--- config.mk ---
export PLATFORM = sky130hd
export DESIGN_NAME = lev_cell
export DESIGN_NICKNAME = d
export VERILOG_FILES = /design/src/sv/lev_pkg.sv /design/src/sv/lev_cell.sv
export SDC_FILE = /design/constraint.sdc
export NUM_CORES = 1
export LEC_CHECK = 0
export BUFFER_PORTS_ARGS = -buffer_cell sky130_fd_sc_hd__buf_2
export CORE_MARGIN = 2
export CORE_UTILIZATION = 39
export DETAILED_ROUTE_END_ITERATION = 6
export GPL_ROUTABILITY_DRIVEN = 1
export PLACE_DENSITY_LB_ADDON = 0.12
export SLEW_MARGIN = 20
export SYNTH_ARGS = -nofsm -noshare
export SYNTH_HDL_FRONTEND = slang
export SYNTH_SLANG_ARGS = --single-unit
--- constraint.sdc ---
create_clock -name clk -period 4.9 [get_ports clk]
set_input_delay 0.735 -clock clk [delete_from_list [all_inputs] [get_ports clk]]
set_output_delay 0.735 -clock clk [all_outputs]
set_load 0.02 [all_outputs]
--- src/sv/lev_pkg.sv ---
// shared constants and types for the edit distance engine
`default_nettype none

package lev_pkg;

	localparam int SYM_W  = 8;
	localparam int CMD_W  = 2;
	localparam int DIST_W = 7;

	localparam logic [CMD_W-1:0] CMD_QUERY  = 2'd0;
	localparam logic [CMD_W-1:0] CMD_TARGET = 2'd1;
	localparam logic [CMD_W-1:0] CMD_FINISH = 2'd2;

	// target byte travelling along the row of cells
	typedef struct packed {
		logic             vld;
		logic [SYM_W-1:0] sym;
	} lev_beat_t;

endpackage

`default_nettype wire

--- src/sv/lev_cell.sv ---
// one cell of the systolic row: holds one query byte and one score entry
`default_nettype none

module lev_cell
	import lev_pkg::*;
#(
	parameter int SW  = 7,
	parameter int IDX = 0
) (
	input  wire logic             clk,
	input  wire logic             arst_n,
	input  wire logic             clr,
	input  wire logic             q_we,
	input  wire logic [SYM_W-1:0] q_sym,
	input  wire lev_beat_t        beat_in,
	input  wire logic [SW-1:0]    left_in,
	input  wire logic [SW-1:0]    diag_in,
	output lev_beat_t             beat_out,
	output logic [SW-1:0]         left_out,
	output logic [SW-1:0]         diag_out,
	output logic [SW-1:0]         score
);

	localparam logic [SW-1:0] INIT = SW'(IDX + 1);

	logic [SYM_W-1:0] qsym_q;
	logic [SW-1:0]    score_q;
	logic             vld_q;
	logic [SYM_W-1:0] sym_q;
	logic [SW-1:0]    new_q;
	logic [SW-1:0]    old_q;

	logic [SW:0] up_c, left_c, diag_c, min_ab, min_all;

	always_comb begin
		up_c    = {1'b0, score_q} + 1'b1;
		left_c  = {1'b0, left_in} + 1'b1;
		diag_c  = {1'b0, diag_in} + {{SW{1'b0}}, (qsym_q != beat_in.sym)};
		min_ab  = (up_c < left_c) ? up_c : left_c;
		min_all = (min_ab < diag_c) ? min_ab : diag_c;
	end

	always_ff @(posedge clk) begin
		if (q_we) begin
			qsym_q <= q_sym;
		end
		sym_q <= beat_in.sym;
		new_q <= min_all[SW-1:0];
		old_q <= score_q;
	end

	always_ff @(posedge clk or negedge arst_n) begin
		if (!arst_n) begin
			score_q <= INIT;
			vld_q   <= 1'b0;
		end else if (clr) begin
			score_q <= INIT;
			vld_q   <= 1'b0;
		end else begin
			vld_q <= beat_in.vld;
			if (beat_in.vld) begin
				score_q <= min_all[SW-1:0];
			end
		end
	end

	assign beat_out.vld = vld_q;
	assign beat_out.sym = sym_q;
	assign left_out     = new_q;
	assign diag_out     = old_q;
	assign score        = score_q;

endmodule

`default_nettype wire
==> results.cfg <==
[logic_synthesis]
syn_nets = 248
synth_top_cell_by_area = dfxtp_1
synth.distinct_cells = 40
syn_area_um2 = 2060
yosys_warnings = 0
yosys-top-cells-area = dfxtp_1 (21%), edfxtp_1 (12%), ha_1 (11%)
ys_seq_elements = 38
synth-seq-area-share = 0.429
synth_edf_count = 8
synth_top_flop_cell = dfxtp_1
synthCells = 195
synth.avg_cell_area_um2 = 10.5
synthArstFlopShare = 0.211
yosysTopAreaCellShare = 0.214

[critical_path]
required_ns = 5.10
path_max_fanout = 9
start_kind = register
worst_ep_arrival_time_ns = 4.61
reg2reg_depth = 17
end_kind = register
r2r_setup_slack_ns = 0.49
criticalPathCategory = register to register
worstReg2RegEnd = score[0]
r2r-start = score[0]

[clock_tree]
ctsHtreeMaxLevel = 2
cts_max_path_buffers = 2
clkLatencyLatePin_ns = 0.28
holdBufCountCts = 0
cts_tree = yes
numCtsBuffers = 5
post_cts_resized = 0
cts_num_sinks = 38
cts_setup_buffers = 0
path_clk_slew_ns = 0.08
cts-root-buf = clkbuf_8

[timing]
timing.final.ws_setup_ns = 0.490
relSlewSlack = 0.620
fmax_ghz = 0.227
setup_viol = 0
finalCritPeriodShare = 0.900
finalSetupTns_ns = 0
rsz0062_at_grt = false
worstMarginPinSlew_ns = 0.567
timing.final.max_slew_violations = 0
finClkSkew_ns = 0.00433
min_period_ns = 4.41
hold_viol_final = 0

[power_and_ir_drop]
power_density_nw_per_um2 = 547
power_leakage_nw = 1.29
irDropWorstVdd_uv = 278

[finish]
n_antenna_cell = 0
fin_cells = 339
syn2layout_area_growth_pct = 27.1
drive_above_1_share = 0.312
nets = 321
fin_util = 0.512
fill_cells = 472

[die]
die_y_um = 76.6
initial_core_util = 0.403
core_um2 = 5110
rows = 26
io_pins = 65
die_w_um = 76.6
die_area_um2 = 5870

[place]
hpwl_mm = 3.93
dp.cells = 331
gp_congestion = 0.877
port_buffers = 64
dp_slack_ns = 0.349

[status]
status = finished, final reports clean

[route]
routed_wl_mm = 4.91
drtPass1Iterations = 4
routed_via_density = 5.01
vias = 1699
drt_iter0_markers = 70
wl_per_cell_um = 14.5
drcViolationCount = 0
ant_nets = 0

[global_routing]
grt_overflow_total = 0
grt_usage = 0.174
antenna_found_initial = 0
grt_max_degree = 14
grt_pass1_wl_mm = 8.05
grt_pass1_vias = 1651

[worst_hold_path]
hold_class = primary input to asynchronous set/reset pin

[job]
drv_cap = 0
[stage by stage]
| step | hold slack [ns] | power, W | instance area (um^2) |
|---|---|---|---|
| detailed placement | 0.498 | 0.00114 | 2480 |
| floorplan | 0.439 | 0.000926 | 2060 |
| global route | 0.273 | 0.00152 | 2620 |
| global placement | 0.493 | 0.00114 | 2480 |
| finish | 0.279 | 0.00143 | 2620 |
| CTS | 0.273 | 0.00144 | 2620 |
[cell usage after synthesis (3+ instances only)]
library cell	number
a21oi_1	5
nand3_1	11
xor2_1	17
dfrtp_1	7
dfxtp_1	22
o311ai_1	5
nand2_1	12
nor2_1	7
o21a_1	7
edfxtp_1	8
nand3b_1	5
and3_1	3
mux2i_1	6
xnor2_1	6
nor4_1	3
ha_1	18
nand4_1	8
inv_1	10
o21ai_0	8
a21o_1	3
[cells by family (layout without fill, tap and decap cells)]
group,after synthesis,in the layout,share of synthesized area
flip-flops,38,38,0.429
AND/OR/NAND/NOR,57,57,0.151
buffers and inverters,12,86,0.0243
AO/OA/AOI/OAI,39,39,0.147
multiplexers,8,8,0.0420
XOR/XNOR,23,23,0.0979
adder cells (fa/ha/maj),18,18,0.109
[cells in the final DEF (no fill, tap or decap), types with 2 or more instances in the layout]
cell type  count
inv_1         10
o2111ai_1      2
dfxtp_1       22
a21oi_1        5
buf_2         64
xnor2_1        6
o311ai_1       5
nand4_1        8
nand3_1       11
a21o_1         3
nand2_1       12
nand3b_1       5
and4_1         2
o21a_1         7
nor3_1         2
buf_4          4
ha_1          18
and3_1         3
mux2i_1        6
dfrtp_1        7
nor2_1         7
xor2_1        17
nor4_1         3
edfxtp_1       8
o21ai_0        8
nand2b_1       2
clkbuf_8       5
[registers in the layout (all words and copies together), names as in the netlist]
name / count
qsym_q: 8
sym_q: 8
diag_out: 7
left_out: 7
score: 7
vld_q: 1
[layer usage]
layer	vias to the layer above	wire length, um	global-route usage
li1	869	-	-
met2	52	2230	0.264
met5	-	0	0
met4	0	54	0.0455
met1	771	2410	0.250
met3	7	212	0.0415
[worst max path at each step]
stage | startpoint | endpoint | slack (ns) | depth (start not counted)
5_1_grt | score[0] | score[0] | 0.08 | 17
4_1_cts | score[0] | score[0] | 0.49 | 17
3_5_place_dp | left_in[2] | score[0] | 0.35 | 16
3_3_place_gp | left_in[2] | score[2] | 0.48 | 17
2_1_floorplan | score[0] | left_out[0] | 0.88 | 17
6_report | score[0] | score[0] | 0.49 | 17
[power by group]
part	internal, W	leakage (nW)	switching (W)
logic	0.000280	0.854	0.000411
registers	0.000398	0.367	0.0000479
clock network	0.000183	0.0665	0.000110
[final cells by class]
| cell class | count | area, um^2 | area share |
|---|---|---|---|
| clock inverter | 2 | 38.8 | 0.0148 |
| clock buffer | 6 | 93.8 | 0.0359 |
| sequential | 38 | 882 | 0.337 |
| inverter | 10 | 37.5 | 0.0144 |
| tap | 70 | 87.6 | 0.0335 |
| multi-input combinational | 145 | 1120 | 0.430 |
| timing repair buffer | 68 | 350 | 0.134 |
[worst max-delay path: stages, from the launching register on]
cell	delay, ns
dfstp_2	0.55
buf_4	0.17
nand2_1	0.06
nor2_1	0.16
xnor2_1	0.16
inv_1	0.07
ha_1	0.31
a21oi_1	0.23
o21ai_0	0.17
a31oi_4	0.38
mux2i_1	0.39
ha_1	0.31
o21a_1	0.17
o21a_1	0.17
o221ai_1	0.32
a211o_2	0.25
nand2_1	0.16
a311oi_1	0.29
(Power assumes the default switching activity.)
